[src/olst_pkg.sv]
// ----------------------------------------------------------------------------
// olst_pkg
// Types, codes and field layout shared by the ordered array list block.
// ----------------------------------------------------------------------------
package olst_pkg;

  // Default number of list cells.
  localparam int unsigned DefCapacity = 8;

  // Field widths.
  localparam int unsigned CmdW    = 2;
  localparam int unsigned PosW    = 3;
  localparam int unsigned ValW    = 32;
  localparam int unsigned StatusW = 2;
  localparam int unsigned CountW  = 4;

  // Stream data widths, padded to whole bytes.
  localparam int unsigned InDataW  = ((CmdW + PosW + ValW + 7) / 8) * 8;
  localparam int unsigned OutDataW = ((StatusW + ValW + CountW + 7) / 8) * 8;

  // Input field offsets.
  localparam int unsigned InCmdLsb = 0;
  localparam int unsigned InPosLsb = InCmdLsb + CmdW;
  localparam int unsigned InValLsb = InPosLsb + PosW;

  // Output field offsets.
  localparam int unsigned OutStatusLsb = 0;
  localparam int unsigned OutValLsb    = OutStatusLsb + StatusW;
  localparam int unsigned OutCountLsb  = OutValLsb + ValW;
  localparam int unsigned OutUsedW     = OutCountLsb + CountW;

  // Command codes.
  typedef enum logic [CmdW-1:0] {
    CMD_INSERT = 2'd0,
    CMD_DELETE = 2'd1,
    CMD_READ   = 2'd2
  } olst_cmd_e;

  // Result status codes.
  typedef enum logic [StatusW-1:0] {
    STAT_OK    = 2'd0,
    STAT_FULL  = 2'd1,
    STAT_EMPTY = 2'd2,
    STAT_RANGE = 2'd3
  } olst_status_e;

  // Controller states.
  typedef enum logic {
    ST_IDLE = 1'b0,
    ST_EXEC = 1'b1
  } olst_state_e;

  // Commands from the controller to the datapath.
  typedef struct packed {
    logic capture;  // Register the incoming request.
    logic execute;  // Apply the request to the cells and load the result.
  } olst_ctrl_t;

endpackage

[src/ordered_array_list.sv]
// ----------------------------------------------------------------------------
// ordered_array_list
// Fixed-capacity ordered list of signed words with insert, delete and read.
// ----------------------------------------------------------------------------
// Usage:
//   Requests enter on the s_axis channel: command, position and value packed
//   in s_axis_tdata. Every request returns exactly one result on the m_axis
//   channel: status, read value and the entry count after the request.
//   A request is first registered; then the whole cell row shifts in
//   parallel and the result register is loaded. Execution waits while an
//   earlier result is still untaken, and no new request is accepted until
//   the current one has executed.
//   While a result waits, the next request is still accepted and registered;
//   it is executed as soon as the waiting result is taken, so a stalled
//   receiver holds the block after at most one further request.
//   Reset empties the list and clears both handshake sides; cell contents
//   are not cleared, as no cell at or past the count is ever read.
//   Refused requests (list full, list empty, position out of range or an
//   unknown command) leave the list unchanged and return a read value of 0.
// ----------------------------------------------------------------------------
module ordered_array_list #(
  parameter int unsigned CAPACITY = olst_pkg::DefCapacity
) (
  input  logic                          clk_i,
  input  logic                          rst_ni,
  input  logic                          s_axis_tvalid,
  output logic                          s_axis_tready,
  // Fields from bit 0: command[1:0], position[4:2], value[36:5], zero pad.
  input  logic [olst_pkg::InDataW-1:0]  s_axis_tdata,
  output logic                          m_axis_tvalid,
  input  logic                          m_axis_tready,
  // Fields from bit 0: status[1:0], read_value[33:2], count[37:34], zero pad.
  output logic [olst_pkg::OutDataW-1:0] m_axis_tdata
);

  olst_pkg::olst_ctrl_t                 ctrl;
  logic [olst_pkg::StatusW-1:0]         status;
  logic signed [olst_pkg::ValW-1:0]     read_value;
  logic [olst_pkg::CountW-1:0]          count;

  // Sequencing of capture and execution.
  olst_ctrl u_ctrl (
    .clk_i       (clk_i),
    .rst_ni      (rst_ni),
    .in_valid_i  (s_axis_tvalid),
    .in_ready_o  (s_axis_tready),
    .out_valid_o (m_axis_tvalid),
    .out_ready_i (m_axis_tready),
    .ctrl_o      (ctrl)
  );

  // List cells and result payload.
  olst_datapath #(
    .CAPACITY (CAPACITY)
  ) u_datapath (
    .clk_i        (clk_i),
    .rst_ni       (rst_ni),
    .ctrl_i       (ctrl),
    .command_i    (s_axis_tdata[olst_pkg::InCmdLsb +: olst_pkg::CmdW]),
    .position_i   (s_axis_tdata[olst_pkg::InPosLsb +: olst_pkg::PosW]),
    .value_i      (s_axis_tdata[olst_pkg::InValLsb +: olst_pkg::ValW]),
    .status_o     (status),
    .read_value_o (read_value),
    .count_o      (count)
  );

  // Output packing with zero pad.
  assign m_axis_tdata = olst_pkg::OutDataW'({count, read_value, status});

endmodule

[src/olst_ctrl.sv]
// ----------------------------------------------------------------------------
// olst_ctrl
// Controller: sequences capture and execution of one request at a time and
// owns the valid flag of the result register.
// ----------------------------------------------------------------------------
module olst_ctrl (
  input  logic               clk_i,
  input  logic               rst_ni,
  input  logic               in_valid_i,
  output logic               in_ready_o,
  output logic               out_valid_o,
  input  logic               out_ready_i,
  output olst_pkg::olst_ctrl_t ctrl_o
);

  olst_pkg::olst_state_e state_q, state_d;
  logic                  out_valid_q, out_valid_d;
  logic                  can_load;

  // The result register can be loaded when empty or being drained.
  assign can_load = !out_valid_q || out_ready_i;

  // Next state.
  always_comb begin
    state_d = state_q;
    case (state_q)
      olst_pkg::ST_IDLE: begin
        if (in_valid_i) state_d = olst_pkg::ST_EXEC;
      end
      olst_pkg::ST_EXEC: begin
        if (can_load) state_d = olst_pkg::ST_IDLE;
      end
      default: state_d = olst_pkg::ST_IDLE;
    endcase
  end

  // Outputs to the ports and the datapath.
  always_comb begin
    in_ready_o     = 1'b0;
    ctrl_o.capture = 1'b0;
    ctrl_o.execute = 1'b0;
    case (state_q)
      olst_pkg::ST_IDLE: begin
        in_ready_o     = 1'b1;
        ctrl_o.capture = in_valid_i;
      end
      olst_pkg::ST_EXEC: begin
        ctrl_o.execute = can_load;
      end
      default: begin
        in_ready_o = 1'b0;
      end
    endcase
  end

  // Result valid flag: set on a load, cleared when the receiver takes it.
  always_comb begin
    out_valid_d = out_valid_q;
    if (out_valid_q && out_ready_i) out_valid_d = 1'b0;
    if (ctrl_o.execute) out_valid_d = 1'b1;
  end

  assign out_valid_o = out_valid_q;

  // State registers.
  always_ff @(posedge clk_i or negedge rst_ni) begin
    if (!rst_ni) begin
      state_q     <= olst_pkg::ST_IDLE;
      out_valid_q <= 1'b0;
    end else begin
      state_q     <= state_d;
      out_valid_q <= out_valid_d;
    end
  end

endmodule

[src/olst_datapath.sv]
// ----------------------------------------------------------------------------
// olst_datapath
// Datapath: request register, a row of list cells that shifts as a whole,
// the fill count and the result register.
// ----------------------------------------------------------------------------
module olst_datapath #(
  parameter int unsigned CAPACITY = olst_pkg::DefCapacity
) (
  input  logic                                 clk_i,
  input  logic                                 rst_ni,
  input  olst_pkg::olst_ctrl_t                 ctrl_i,
  input  logic [olst_pkg::CmdW-1:0]            command_i,
  input  logic [olst_pkg::PosW-1:0]            position_i,
  input  logic signed [olst_pkg::ValW-1:0]     value_i,
  output logic [olst_pkg::StatusW-1:0]         status_o,
  output logic signed [olst_pkg::ValW-1:0]     read_value_o,
  output logic [olst_pkg::CountW-1:0]          count_o
);

  localparam int unsigned CntW = $clog2(CAPACITY + 1);
  localparam int unsigned CmpW = (CntW > olst_pkg::PosW) ? CntW : olst_pkg::PosW;

  // Request register.
  logic [olst_pkg::CmdW-1:0]        cmd_q;
  logic [olst_pkg::PosW-1:0]        pos_q;
  logic signed [olst_pkg::ValW-1:0] val_q;

  // List state.
  logic [olst_pkg::ValW-1:0] cell_q [CAPACITY];
  logic [olst_pkg::ValW-1:0] cell_d [CAPACITY];
  logic [CntW-1:0]           cnt_q, cnt_d;

  // Result register.
  logic [olst_pkg::StatusW-1:0]     status_q, status_d;
  logic signed [olst_pkg::ValW-1:0] rdval_q, rdval_d;
  logic [olst_pkg::CountW-1:0]      count_q;

  logic [CmpW-1:0] pos_c, cnt_c;
  logic            is_full, is_empty, do_insert, do_delete;
  logic [olst_pkg::ValW-1:0] sel_value;

  assign pos_c    = CmpW'(pos_q);
  assign cnt_c    = CmpW'(cnt_q);
  assign is_full  = (cnt_q == CntW'(CAPACITY));
  assign is_empty = (cnt_q == '0);

  // Status decode and count update.
  always_comb begin
    status_d  = olst_pkg::STAT_OK;
    do_insert = 1'b0;
    do_delete = 1'b0;
    case (cmd_q)
      olst_pkg::CMD_INSERT: begin
        if (is_full)            status_d = olst_pkg::STAT_FULL;
        else if (pos_c > cnt_c) status_d = olst_pkg::STAT_RANGE;
        else                    do_insert = 1'b1;
      end
      olst_pkg::CMD_DELETE: begin
        if (is_empty)            status_d = olst_pkg::STAT_EMPTY;
        else if (pos_c >= cnt_c) status_d = olst_pkg::STAT_RANGE;
        else                     do_delete = 1'b1;
      end
      olst_pkg::CMD_READ: begin
        if (is_empty)            status_d = olst_pkg::STAT_EMPTY;
        else if (pos_c >= cnt_c) status_d = olst_pkg::STAT_RANGE;
      end
      default: status_d = olst_pkg::STAT_RANGE;
    endcase

    cnt_d = cnt_q;
    if (do_insert) cnt_d = cnt_q + CntW'(1);
    if (do_delete) cnt_d = cnt_q - CntW'(1);
  end

  // Read selection over the cells.
  always_comb begin
    sel_value = '0;
    for (int i = 0; i < CAPACITY; i++) begin
      if (CmpW'(i) == pos_c) sel_value = cell_q[i];
    end
  end

  assign rdval_d = (cmd_q == olst_pkg::CMD_READ && status_d == olst_pkg::STAT_OK)
                   ? sel_value : '0;

  // Per-cell next value: each cell looks only at its two neighbors.
  for (genvar g = 0; g < CAPACITY; g++) begin : g_cell
    logic [olst_pkg::ValW-1:0] from_below, from_above;

    if (g > 0) begin : g_below
      assign from_below = cell_q[g-1];
    end else begin : g_no_below
      assign from_below = cell_q[g];
    end

    if (g < CAPACITY - 1) begin : g_above
      assign from_above = cell_q[g+1];
    end else begin : g_no_above
      assign from_above = cell_q[g];
    end

    always_comb begin
      cell_d[g] = cell_q[g];
      if (do_insert) begin
        if (CmpW'(g) == pos_c) cell_d[g] = val_q;
        else if (CmpW'(g) > pos_c && CmpW'(g) <= cnt_c) cell_d[g] = from_below;
      end else if (do_delete) begin
        if (CmpW'(g) >= pos_c && (CmpW'(g) + CmpW'(1)) < cnt_c) cell_d[g] = from_above;
      end
    end
  end

  // Request capture.
  always_ff @(posedge clk_i) begin
    if (ctrl_i.capture) begin
      cmd_q <= command_i;
      pos_q <= position_i;
      val_q <= value_i;
    end
  end

  // Cell row and result payload.
  always_ff @(posedge clk_i) begin
    if (ctrl_i.execute) begin
      for (int i = 0; i < CAPACITY; i++) begin
        cell_q[i] <= cell_d[i];
      end
      status_q <= status_d;
      rdval_q  <= rdval_d;
      count_q  <= olst_pkg::CountW'(cnt_d);
    end
  end

  // Fill count.
  always_ff @(posedge clk_i or negedge rst_ni) begin
    if (!rst_ni) begin
      cnt_q <= '0;
    end else if (ctrl_i.execute) begin
      cnt_q <= cnt_d;
    end
  end

  assign status_o     = status_q;
  assign read_value_o = rdval_q;
  assign count_o      = count_q;

endmodule

[config.mk]
export PLATFORM = sky130hd
export DESIGN_NAME = ordered_array_list
export DESIGN_NICKNAME = d
export VERILOG_FILES = /design/src/olst_pkg.sv /design/src/ordered_array_list.sv /design/src/olst_ctrl.sv /design/src/olst_datapath.sv
export SDC_FILE = /design/constraint.sdc
export NUM_CORES = 1
export LEC_CHECK = 0
export ABC_AREA = 1
export BUFFER_PORTS_ARGS = -buffer_cell sky130_fd_sc_hd__buf_2
export CELL_PAD_IN_SITES_DETAIL_PLACEMENT = 2
export CELL_PAD_IN_SITES_GLOBAL_PLACEMENT = 2
export CORE_MARGIN = 4
export CORE_UTILIZATION = 39
export CTS_CLUSTER_DIAMETER = 40
export DETAILED_ROUTE_END_ITERATION = 12
export PLACE_DENSITY = 0.86
export SLEW_MARGIN = 20
export SYNTH_ARGS = -nofsm -noshare
export SYNTH_HDL_FRONTEND = slang
export SYNTH_HIERARCHICAL = 1
export SYNTH_SLANG_ARGS = --single-unit
[constraint.sdc]
create_clock -name clk_i -period 6.25 [get_ports clk_i]
set_clock_uncertainty 0.15 [all_clocks]
set_input_delay 0.9375 -clock clk_i [delete_from_list [all_inputs] [get_ports clk_i]]
set_output_delay 0.9375 -clock clk_i [all_outputs]
set_load 0.05 [all_outputs]
=== Word level (Yosys, flattened, before mapping) ===
Memories as Yosys holds them, arrays and structs flattened.
Cells that the tools add are included.
Widths: inputs -> output; s select.

* $add $sub $neg: 2
* Multiply operators: 0
* Divide/modulo/power cells: 0
* $lt $le $gt $ge: 30
* Equality and inequality tests: 10
* Shifts and indexed selects: 0
* Mux-type cells: 68
* Bitwise operators: 1
* Reductions and logical operators: 24

{| class="wikitable"
|+ Operators with widths
! cell !! count
|-
| $mux 32 || 45
|-
| $le 3x4->1 const A || 4
|-
| $logic_and 1x1->1 || 16
|-
| $lt 3x4->1 const A || 4
|-
| $mux 1 || 15
|-
| $eq 3x3->1 const A || 4
|-
| $gt 3x3->1 const A || 4
|-
| $ge 3x3->1 const A || 3
|-
| $le 2x4->1 const A || 2
|-
| $logic_not 4->1 || 2
|-
| $lt 2x4->1 const A || 2
|-
| $mux 2 || 4
|-
| $mux 4 || 2
|-
| $eq 2x3->1 const A || 2
|-
| $ge 1x3->1 const A || 2
|-
| $ge 2x3->1 const A || 2
|-
| $gt 2x3->1 const A || 2
|-
| $add 4x1->4 const B || 1
|-
| $eq 4x4->1 const B || 1
|-
| $ge 3x4->1 || 1
|-
| $gt 3x4->1 || 1
|-
| $le 1x4->1 const A || 1
|-
| $logic_not 2->1 || 2
|-
| $lt 1x4->1 const A || 1
|-
| 12 further kinds || 12
|}

* Flip-flop bits (word level): 81
* Bits in latches: 0
* Bits in writable memories: 256
* Memory bits (read-only): 0
* Input port bits: 44
* Output and inout bits: 42
* Logic and storage cells: 145
* Memories: 1

{| class="wikitable"
|+ Memories
! memory !! depth !! bits a word !! read ports !! clocked after Yosys merged registers in !! write ports !! line !! text
|-
| u_datapath.cell_q || 8 || 32 || 8 || 0 || 8 || olst_datapath.sv:29 || <nowiki>logic [olst_pkg::ValW-1:0] cell_q [CAPACITY];</nowiki>
|}

=== Depth between registers and ports, before layout ===
Gate-level depths: netlist of the first run.

* Word-level depth: 9
* Gate-level depth with buffers: 16
* Depth with buffers taken out: 14

=== By module ===
Netlist of the first run, hierarchy kept.

{| class="wikitable"
|+ Modules (own cells, without submodules)
! module !! instances !! cells each !! area an instance (um2) !! seq. area each (um2)
|-
| olst_datapath || 1 || 1,938 || 17,568.1 || 10,039.6
|-
| olst_ctrl || 1 || 12 || 100.1 || 50.0
|-
| ordered_array_list || 1 || 3 || 18.8 || 0.0
|}

=== Worst setup path before layout of the first run ===
No wires, ideal clock.

* Path kind: in2reg
* Start point: in m_axis_tready
* End point: mem u_datapath/cell_q[0][0] (netlist bit), enable pin
* Setup time: 0.461 ns
* Arrival time: 3.984 ns
* Required time: 5.639 ns
* Path slack: 1.655 ns
* Cell stages on the path: 5
* Path buffers: 1
* Cell sequence: inv_1 > a21oi_2 > buf_4 > nand2_1 > nor3_1

{| class="wikitable"
|+ RTL lines
! item !! line !! text
|-
| start: declaration || ordered_array_list.sv:31 || <nowiki>input logic m_axis_tready,</nowiki>
|-
| end: declaration || olst_datapath.sv:29 ||
|}

==> flow_summary.yaml, run 1 <==
global_route:
  grt_overflow: 0
  antenna_found_initial: 2
  grt_use_total: 0.2953
  grt_pass1_vias: 18033
  grt_max_degree: 163
  grt_pass1_wl_um: 111900
die:
  die_x_um: 221.0
  fp.dieH_um: 221.0
  rows: 77
  core_um2: 44510
  dieArea_um2: 48820
  start_util: 0.3974
  io_pins: 86
clock_tree:
  htreeDepth: 2
  post_cts_resized: 0
  postCtsSetupRepairBufs: 0
  root_buffer: "clkbuf_16"
  clk_latency_ns: 0.62
  cts_made_buffers: 59
  clk_pin_slew_ns: 0.05
  holdBufCountCts: 1
  cts_tree: "built"
  clock_path_buffers: 3
  cts_sinks: 337
route:
  drcViolationCount: 0
  antenna_left: 0
  vias_per_cell: 6.095
  via_count: 16079
  drt_iter0_markers: 1653
  firstDrtPassIters: 6
  detail_route.wl_per_cell_um: 28.31
  wirelength_um: 74690
setup_path:
  crit_type: "reg2reg"
  crit_arrival_ns: 5.14
  end_kind: "flip-flop"
  crit_fanout: 100
  crit_slowest_cell: "a21oi_4"
  crit_top_cell: "buf_4"
  critPathMaxStageDelay_ns: 0.84
  path_cells: "buf_4, inv_2, ha_1, nand4_4, nand2_4, nand2_8, inv_6, o21ai_0, a21oi_4, buf_4"
  required_ns: 6.39
  start_kind: "flip-flop"
final_layout:
  regArea_um2: 10090
  nets: 2052
  n_fill_cell: 4774
  multi_input_area_um2: 6432
  syn2layout_area_growth_pct: 16.62
  post_route_cells_drive_above_1_share: 0.1286
sta:
  min_period_ns: 4.997
  slew_headroom: 0.2618
  rsz0062_at_grt: "no"
  finalCritPeriodShare: 0.7995
  max_freq_mhz: 200.1
  setup_violations: 0
  whs_ns: 0.3514
  worst_slew_pin_slew_ns: 1.107
  finalMaxSlewViolations: 0
  final_hold_viol_count: 0
  setup_tns_ns: 0
synthesis:
  synth_area_um2: 17690
  synthFlopType: "edfxtp_1"
  async_flop_share: 0.01780
  synthCells: 1953
  yosysWarnings: 6
  ys_types: 37
  avgSynthCellArea_um2: 9.056
  ys_ff_latch: 337
  yosysSeqAreaShare: 0.5705
  synth-edff-count: 331
flow_run:
  cap_violations: 0
placed_design:
  place_hpwl_um: 38190
  io_buffer_count: 80
  gp_congestion: 0.7614
power_and_ir_drop:
  peakVddDrop_uv: 256.2
  power_mw: 7.951
  p_leak_nw: 7.838
  powerDensity_nw_per_um2: 385.5
run_status:
  outcome: "finished clean"
min_path:
  hold_class: "in2reg"
logic make-up (layout without fill, tap and decap cells):
group	Yosys count	after routing	share of synthesized area
other	1	3	0.0002120
buffers and inverters	270	361	0.07109
AND/OR/NAND/NOR	857	857	0.1923
adder cells (fa/ha/maj)	11	11	0.007781
flip-flops	337	337	0.5705
AO/OA/AOI/OAI	472	472	0.1557
XOR/XNOR	5	5	0.002476
metal layers:
layer / track usage / vias to the layer above / part of all wire
met4: 0.1335 / 4 / 0.045
li1: - / 6815 / -
met5: 0 / - / 0.00028
met3: 0.05950 / 230 / 0.077
met1: 0.3659 / 8243 / 0.39
met2: 0.5007 / 787 / 0.48
layout make-up:
| type | count | share of cell area |
|---|---|---|
| Tap cell | 592 | 0.03591 |
| Clock buffer | 67 | 0.07510 |
| Inverter | 137 | 0.02530 |
| Multi-Input combinational cell | 1347 | 0.3119 |
| Clock inverter | 42 | 0.02948 |
| Timing Repair Buffer | 115 | 0.03306 |
| Sequential cell | 337 | 0.4892 |
| Antenna cell | 1 | 0.0001213 |
state kept, by name, indices dropped and copies added (netlist names), 2 cells and up:
register / count
u_datapath/cell_q: 256
u_datapath/cmd_q: 2
u_datapath/cnt_c: 4
u_datapath/count_o: 4
u_datapath/pos_q: 3
u_datapath/read_value_o: 32
u_datapath/status_o: 2
u_datapath/val_q: 32
placed cells by master, fill, tap and decap left out, drive strengths merged, types with 6 or more instances in the layout:
cell and n:
clkbuf 67, a31oi 93, nand4 16, nand3 40, inv 140, clkinvlp 8, nand2 581, dfrtp 6
nor2 216, clkinv 17, bufinv 14, edfxtp 331, o21ai 217, a21oi 76, o211ai 51, ha 11
a211oi 31, buf 114
cell usage after synthesis, types with 5 or more instances:
| cell | count | share of area |
|---|---|---|
| o21ai_0 | 191 | 0.054 |
| nand4_1 | 14 | 0.0050 |
| dfrtp_1 | 6 | 0.0085 |
| buf_4 | 14 | 0.0059 |
| nor2_1 | 210 | 0.045 |
| a31oi_1 | 92 | 0.033 |
| edfxtp_1 | 331 | 0.56 |
| ha_1 | 11 | 0.0078 |
| buf_6 | 12 | 0.0076 |
| nand2_2 | 5 | 0.0018 |
| o211ai_2 | 10 | 0.0071 |
| buf_2 | 64 | 0.018 |
| inv_2 | 9 | 0.0019 |
| o211ai_1 | 41 | 0.017 |
| a21oi_1 | 75 | 0.021 |
| nand3_1 | 38 | 0.011 |
| xor2_1 | 5 | 0.0025 |
| o21ai_1 | 26 | 0.0074 |
| a211oi_1 | 31 | 0.013 |
| nand2_1 | 574 | 0.12 |
| inv_1 | 126 | 0.027 |
| clkbuf_1 | 40 | 0.0085 |
through the flow:
step,cell area [um2],setup WS (ns),std cells,util
finish,20630,1.253,2638,0.4634
global route,20620,1.110,2637,0.4633
CTS,20620,1.346,2637,0.4633
detailed placement,18450,1.516,2527,0.4146
global placement,18450,1.639,2527,0.4146
floorplan,17690,1.655,1954,-
power breakdown:
part / leakage (nW) / internal [mW] / switching [mW]
logic: 3.71 / 0.361 / 1.19
clock network: 1.03 / 2.36 / 1.24
registers: 3.10 / 2.70 / 0.0993
critical path: cells and delay by family, from the launching register on:
family	cells	cell delay [ns]
AO/OA/AOI/OAI	2	1.17
AND/OR/NAND/NOR	3	0.67
flip-flops	1	0.32
buffers and inverters	4	1.88
adder cells (fa/ha/maj)	1	0.43
final timing paths:
path | slack (ns) | from | cells after the start | endpoint
setup / recovery | 1.25 | u_datapath/pos_q[0]$_DFFE_PP_ | 10 | u_datapath/cell_q[1][12]$_DFFE_PP_
hold / removal | 0.35 | s_axis_tdata[33] | 1 | u_datapath/val_q[28]$_DFFE_PP_
setup reg to reg | 1.25 | u_datapath/pos_q[0]$_DFFE_PP_ | 10 | u_datapath/cell_q[1][12]$_DFFE_PP_
hold reg to reg | 0.38 | u_ctrl/state_q$_DFF_PN0_ | 2 | u_ctrl/state_q$_DFF_PN0_
max in group asynchronous | 5.26 | rst_ni | 2 | u_datapath/cnt_c[2]$_DFFE_PN0P_
min in group asynchronous | 0.53 | rst_ni | 2 | u_ctrl/out_valid_o$_DFFE_PN0P_
Power figures use the tool's default switching activity.
==> inputs of run 2 (changes only) <==
==> constraint.sdc (replaced) <==
create_clock -name clk_i -period 5.2 [get_ports clk_i]
set_clock_uncertainty 0.15 [all_clocks]
set_input_delay 0.78 -clock clk_i [delete_from_list [all_inputs] [get_ports clk_i]]
set_output_delay 0.78 -clock clk_i [all_outputs]
set_load 0.05 [all_outputs]
==> run 2 against run 1 <==
- critical endpoint is now u_datapath/cell_q[0][41]$_DFFE_PP_
- global-route usage shrank 0.81 points
- first-iteration DRC count grew 3.3%
- sequential cell count is the same
- register-to-register slack lost 0.21 ns
- count of clock-buffer cells in the layout grew 15
- via count shrank 0.16%
==> flow_summary.yaml, run 2 (synthesized netlist as in run 1, its figures left out) <==
run_status:
  outcome: "finished clean"
setup_path:
  crit_slowest_cell: "buf_4"
  path_cells: "inv_2, ha_1, nand2_1, nand2_1, nand2_2, nand2_2, nand2_4, nand2_8, buf_4, o21ai_0, nor3_2, buf_4"
  crit_type: "reg2reg"
  crit_family: "buffers and inverters"
  crit_fanout: 79
  reg2reg_slack_ns: 1.05
  worst-path-buf-inv: 3
  ff2ff_path_depth: 12
  crit_arrival_ns: 4.24
  end_kind: "flip-flop"
  crit-reg2reg-launch: "u_datapath/cnt_c[2]$_DFFE_PN0P_"
  start_kind: "flip-flop"
  critPathMaxStageDelay_ns: 0.76
  required_ns: 5.29
  r2r_end: "u_datapath/cell_q[0][41]$_DFFE_PP_"
final_layout:
  regMostFlops: "u_datapath/cell_q"
  final_common_cell: "nand2_1"
  layout_common_cells: "nand2_1, edfxtp_1, nor2_1"
  nets: 2060
  num_antenna_cells: 0
  syn2layout_area_growth_pct: 18.00
  largest_reg_flops: 256
  post_route_cells_drive_above_1_share: 0.1336
power_and_ir_drop:
  p_sw_mw: 3.119
  combPwrFrac: 0.189
  powerDensity_nw_per_um2: 469.3
  peakVddDrop_uv: 332.3
  seqPwrFrac: 0.344
  swShare: 0.3184
  p_int_mw: 6.676
  power_frac_clock: 0.467
  p_leak_nw: 7.950
global_route:
  grt_pass1_vias: 17885
  grt_pass1_wl_um: 109800
  antenna_found_initial: 0
  grt_max_degree: 257
  grt_overflow: 0
  grt_use_total: 0.2872
min_path:
  whs_path_depth: 1
  hold_class: "in2reg"
  min_from: "s_axis_tdata[17]"
  min_to: "u_datapath/val_q[12]$_DFFE_PP_"
die:
  core_um2: 44510
  die_x_um: 221.0
  io_pins: 86
  rows: 77
  start_util: 0.3974
  fp.dieH_um: 221.0
  dieArea_um2: 48820
placed_design:
  place_hpwl_um: 36370
  io_buffer_count: 80
  gp_congestion: 0.7873
clock_tree:
  clk_latency_ns: 0.61
  cts_tree: "built"
  post_cts_resized: 0
  clk_pin_slew_ns: 0.06
  cts_made_buffers: 69
  htreeDepth: 3
  cts_sinks: 337
  clock_path_buffers: 3
  root_buffer: "clkbuf_16"
route:
  firstDrtPassIters: 5
  drt_iter0_markers: 1708
  antenna_left: 0
  via_count: 16054
  vias_per_cell: 6.056
  drcViolationCount: 0
  wirelength_um: 72260
  detail_route.wl_per_cell_um: 27.26
sta:
  whs_ns: 0.2060
  max_freq_mhz: 240.8
  setup_tns_ns: 0
  final_hold_viol_count: 0
  finalMaxSlewViolations: 0
  rsz0062_at_grt: "no"
  worst_slew_pin_slew_ns: 1.155
  setup_violations: 0
  min_period_ns: 4.153
  finalCritPeriodShare: 0.7987
  slew_headroom: 0.2302
flow_run:
  cap_violations: 0
run 2: changes by cell type in the layout (fill, tap and decap cells not counted), moves of 4 or more:
cell / before / now
clkbuf_8: 0 / 4
clkbuf_16: 61 / 72
bufinv_16: 14 / 8
clkinv_2: 6 / 13
buf_4: 32 / 27
run 2: area by class of cell:
class | count | area [um2]
inverter | 137 | 524.3
multi-input combinational | 1347 | 6432
timing repair buffer | 113 | 720.7
sequential | 337 | 10090
fill | 4719 | 23640
clock buffer | 82 | 1879
tap | 592 | 740.7
clock inverter | 43 | 484.2
run 2: worst register-to-register path: stages, from the launching register on:
cell     delay [ns]
dfrtp_1        0.62
inv_2          0.13
ha_1           0.41
nand2_1        0.08
nand2_1        0.07
nand2_2        0.07
nand2_2        0.10
nand2_4        0.09
nand2_8        0.31
buf_4          0.80
o21ai_0        0.28
nor3_2         0.26
buf_4          0.41
run 2: power by group through the flow:
| stage | Combinational, mW | Sequential, mW | Clock (mW) |
|---|---|---|---|
| after CTS | 1.82 | 3.37 | 4.63 |
| after detailed placement | 1.73 | 3.41 | 0 |
| after global placement | 1.63 | 3.40 | 0 |
| after global routing | 2.00 | 3.38 | 4.77 |
| after floorplan | 1.14 | 3.51 | 0 |
| final | 1.85 | 3.37 | 4.58 |
run 2: routing by layer:
metal	vias up	track usage	part of all wire	wire length (um)
li1	6841	-	-	-
met1	8280	0.3685	0.41	29520
met2	707	0.4807	0.48	34770
met3	226	0.04930	0.067	4873
met4	0	0.1256	0.043	3093
met5	-	0	0	0
run 2: how the worst max path moves through the flow:
stage,from,endpoint,slack (ns),depth (start not counted)
2_1_floorplan,u_datapath/pos_q[0]$_DFFE_PP_,u_datapath/cell_q[0][0]$_DFFE_PP_,0.73,10
3_3_place_gp,u_datapath/cnt_c[2]$_DFFE_PN0P_,u_datapath/cell_q[0][34]$_DFFE_PP_,1.34,12
3_5_place_dp,u_datapath/cnt_c[2]$_DFFE_PN0P_,u_datapath/cell_q[0][34]$_DFFE_PP_,1.22,12
4_1_cts,u_datapath/cnt_c[2]$_DFFE_PN0P_,u_datapath/cell_q[0][41]$_DFFE_PP_,1.12,12
5_1_grt,u_datapath/cnt_c[2]$_DFFE_PN0P_,u_datapath/cell_q[0][41]$_DFFE_PP_,0.86,12
6_report,u_datapath/cnt_c[2]$_DFFE_PN0P_,u_datapath/cell_q[0][41]$_DFFE_PP_,1.05,12
run 2: repair_timing:
action / 4_1_cts / 5_1_grt
hold buffers: 1 / 0
setup buffers: 0 / 0
endpoints found under the hold margin: 6 / 0
endpoints found under the setup margin: 0 / 0
run 2: metrics by stage:
| step | setup WS [ns] | std cells | instance area (um2) | util | power [mW] |
|---|---|---|---|---|---|
| 2_1_floorplan | 0.7259 | 1954 | 17690 | - | 4.655 |
| 3_3_place_gp | 1.338 | 2524 | 18470 | 0.4149 | 5.027 |
| 3_5_place_dp | 1.220 | 2524 | 18470 | 0.4149 | 5.143 |
| 4_1_cts | 1.116 | 2650 | 20840 | 0.4682 | 9.819 |
| 5_1_grt | 0.8558 | 2651 | 20870 | 0.4689 | 10.15 |
| 6_report | 1.047 | 2651 | 20870 | 0.4689 | 9.796 |
==> inputs of run 3 (changes only) <==
--- a/config.mk
+++ b/config.mk
@@ -10,10 +10,10 @@
 export CELL_PAD_IN_SITES_DETAIL_PLACEMENT = 2
 export CELL_PAD_IN_SITES_GLOBAL_PLACEMENT = 2
 export CORE_MARGIN = 4
-export CORE_UTILIZATION = 39
+export CORE_UTILIZATION = 35
 export CTS_CLUSTER_DIAMETER = 40
 export DETAILED_ROUTE_END_ITERATION = 12
-export PLACE_DENSITY = 0.86
+export PLACE_DENSITY = 0.82
 export SLEW_MARGIN = 20
 export SYNTH_ARGS = -nofsm -noshare
 export SYNTH_HDL_FRONTEND = slang
==> constraint.sdc (replaced) <==
create_clock -name clk_i -period 3.49 [get_ports clk_i]
set_clock_uncertainty 0.15 [all_clocks]
set_input_delay 0.5235 -clock clk_i [delete_from_list [all_inputs] [get_ports clk_i]]
set_output_delay 0.5235 -clock clk_i [all_outputs]
set_load 0.05 [all_outputs]
==> run 3 against run 2 <==
- clock power rose by 52%
- final cell count rose by 5.7%
- die area rose by 11%
- hold slack got worse by 0.17 ns
- critical endpoint is now u_datapath/cell_q[0][34]$_DFFE_PP_
- highest routed layer unchanged
==> flow_summary.yaml, run 3 (synthesized netlist as in run 1, its figures left out) <==
global_route:
  grt_max_degree: 153
  grt_overflow: 0
  grt_pass1_wl_um: 109900
  grt_pass1_vias: 17962
  grt_use_total: 0.2651
  antenna_found_initial: 0
clock_tree:
  clk_pin_slew_ns: 0.05
  htreeDepth: 3
  postCtsSetupRepairBufs: 0
  clk_latency_ns: 0.60
  clock_path_buffers: 3
  cts_made_buffers: 70
  cts_tree: "built"
  holdBufCountCts: 37
  cts_sinks: 337
  post_cts_resized: 0
  root_buffer: "clkbuf_16"
final_layout:
  regMostFlops: "u_datapath/cell_q"
  postLayoutCoreUtil: 0.4345
  nets: 2131
  layout_common_cells: "nand2_1, edfxtp_1, nor2_1"
  num_antenna_cells: 0
  final_common_cell: "nand2_1"
  post_route_cells_drive_above_1_share: 0.1445
  syn2layout_area_growth_pct: 22.98
  stdcell_area_um2: 21750
  largest_reg_flops: 256
sta:
  slew_headroom: 0.3467
  whs_ns: 0.03117
  setup_violations: 0
  max_freq_mhz: 306.7
  layout_setup_ws_ns: 0.2292
  finalCritPeriodShare: 0.9343
  worst_slew_pin_slew_ns: 0.9800
  finalMaxSlewViolations: 0
  rsz0062_at_grt: "no"
  min_period_ns: 3.261
  final_hold_viol_count: 0
run_status:
  outcome: "finished clean"
setup_path:
  crit_fanout: 22
  crit_type: "reg2reg"
  crit_arrival_ns: 3.35
  required_ns: 3.58
  start_kind: "flip-flop"
  end_kind: "flip-flop"
route:
  firstDrtPassIters: 5
  drcViolationCount: 0
  via_count: 16200
  wirelength_um: 72730
  detail_route.wl_per_cell_um: 25.95
  drt_iter0_markers: 1387
  antenna_left: 0
  vias_per_cell: 5.780
die:
  core_um2: 50070
  io_pins: 86
  die_x_um: 232.8
  fp.dieH_um: 232.8
  rows: 82
  start_util: 0.3533
  dieArea_um2: 54200
min_path:
  hold_class: "in2reg"
placed_design:
  gp_congestion: 0.8015
  place_hpwl_um: 39910
  dpl_cell_area_um2: 18980
  preCtsSetupSlack_ns: 0.2902
  io_buffer_count: 80
power_and_ir_drop:
  powerDensity_nw_per_um2: 682.0
  power_mw: 14.84
  peakVddDrop_uv: 430.2
  p_leak_nw: 8.329
flow_run:
  cap_violations: 0
[run 3: changes by cell type in the layout (fill, tap and decap cells not counted), sizes merged]
cell	change
clkinv	-11
buf	+34
clkinvlp	+3
inv	+9
clkbuf	-1
dlygate4sd3	+36
bufinv	+2
[run 3: power breakdown]
part           switching (mW)  total [mW]  internal, mW
Sequential              0.158        5.00          4.84
Clock                    2.39        6.96          4.57
Combinational            2.14        2.88         0.743
Total                    4.69        14.8          10.1
[run 3: worst paths after layout]
kind	startpoint	to	slack [ns]	depth (start not counted)
max in group asynchronous	rst_ni	u_datapath/cnt_c[0]$_DFFE_PN0P_	2.87	2
max reg2reg	u_datapath/cnt_c[1]$_DFFE_PN0P_	u_datapath/cell_q[0][34]$_DFFE_PP_	0.23	8
min in group asynchronous	rst_ni	u_ctrl/state_q$_DFF_PN0_	0.16	2
min reg2reg	u_ctrl/state_q$_DFF_PN0_	u_ctrl/out_valid_o$_DFFE_PN0P_	0.38	2
max	u_datapath/cnt_c[1]$_DFFE_PN0P_	u_datapath/cell_q[0][34]$_DFFE_PP_	0.23	8
min	s_axis_tdata[2]	u_datapath/pos_q[0]$_DFFE_PP_	0.03	1
[run 3: metrics by stage]
stage	TNS (ns)	std cells
2_1_floorplan	-30.93	1954
3_3_place_gp	0	2639
3_5_place_dp	0	2639
4_1_cts	0	2803
5_1_grt	0	2803
6_report	0	2803
[run 3: final cells by class]
type	count	area, um2
multi-input cells	1347	6456
inverters	137	523.0
flip-flops and latches	337	10090
clock buffers	81	1857
repair buffers	183	1441
clock inverters	46	544.3
well taps	672	840.8
fillers	5382	28320
[run 3: metal layers]
layer	global-route usage	wire length, um	vias to the layer above
met5	0	0	-
met4	0.1014	2827	0
met3	0.05766	4976	195
met2	0.4568	35580	667
met1	0.3251	29350	8346
li1	-	-	6992
[run 3: critical path, cell delays in order (launching register included)]
cell and delay, ns:
dfrtp_1 0.45, inv_1 0.15, ha_1 0.31, a31oi_2 0.44
nand2_8 0.17, nand2_1 0.19, nand2_1 0.38, nor3_4 0.26
buf_4 0.40
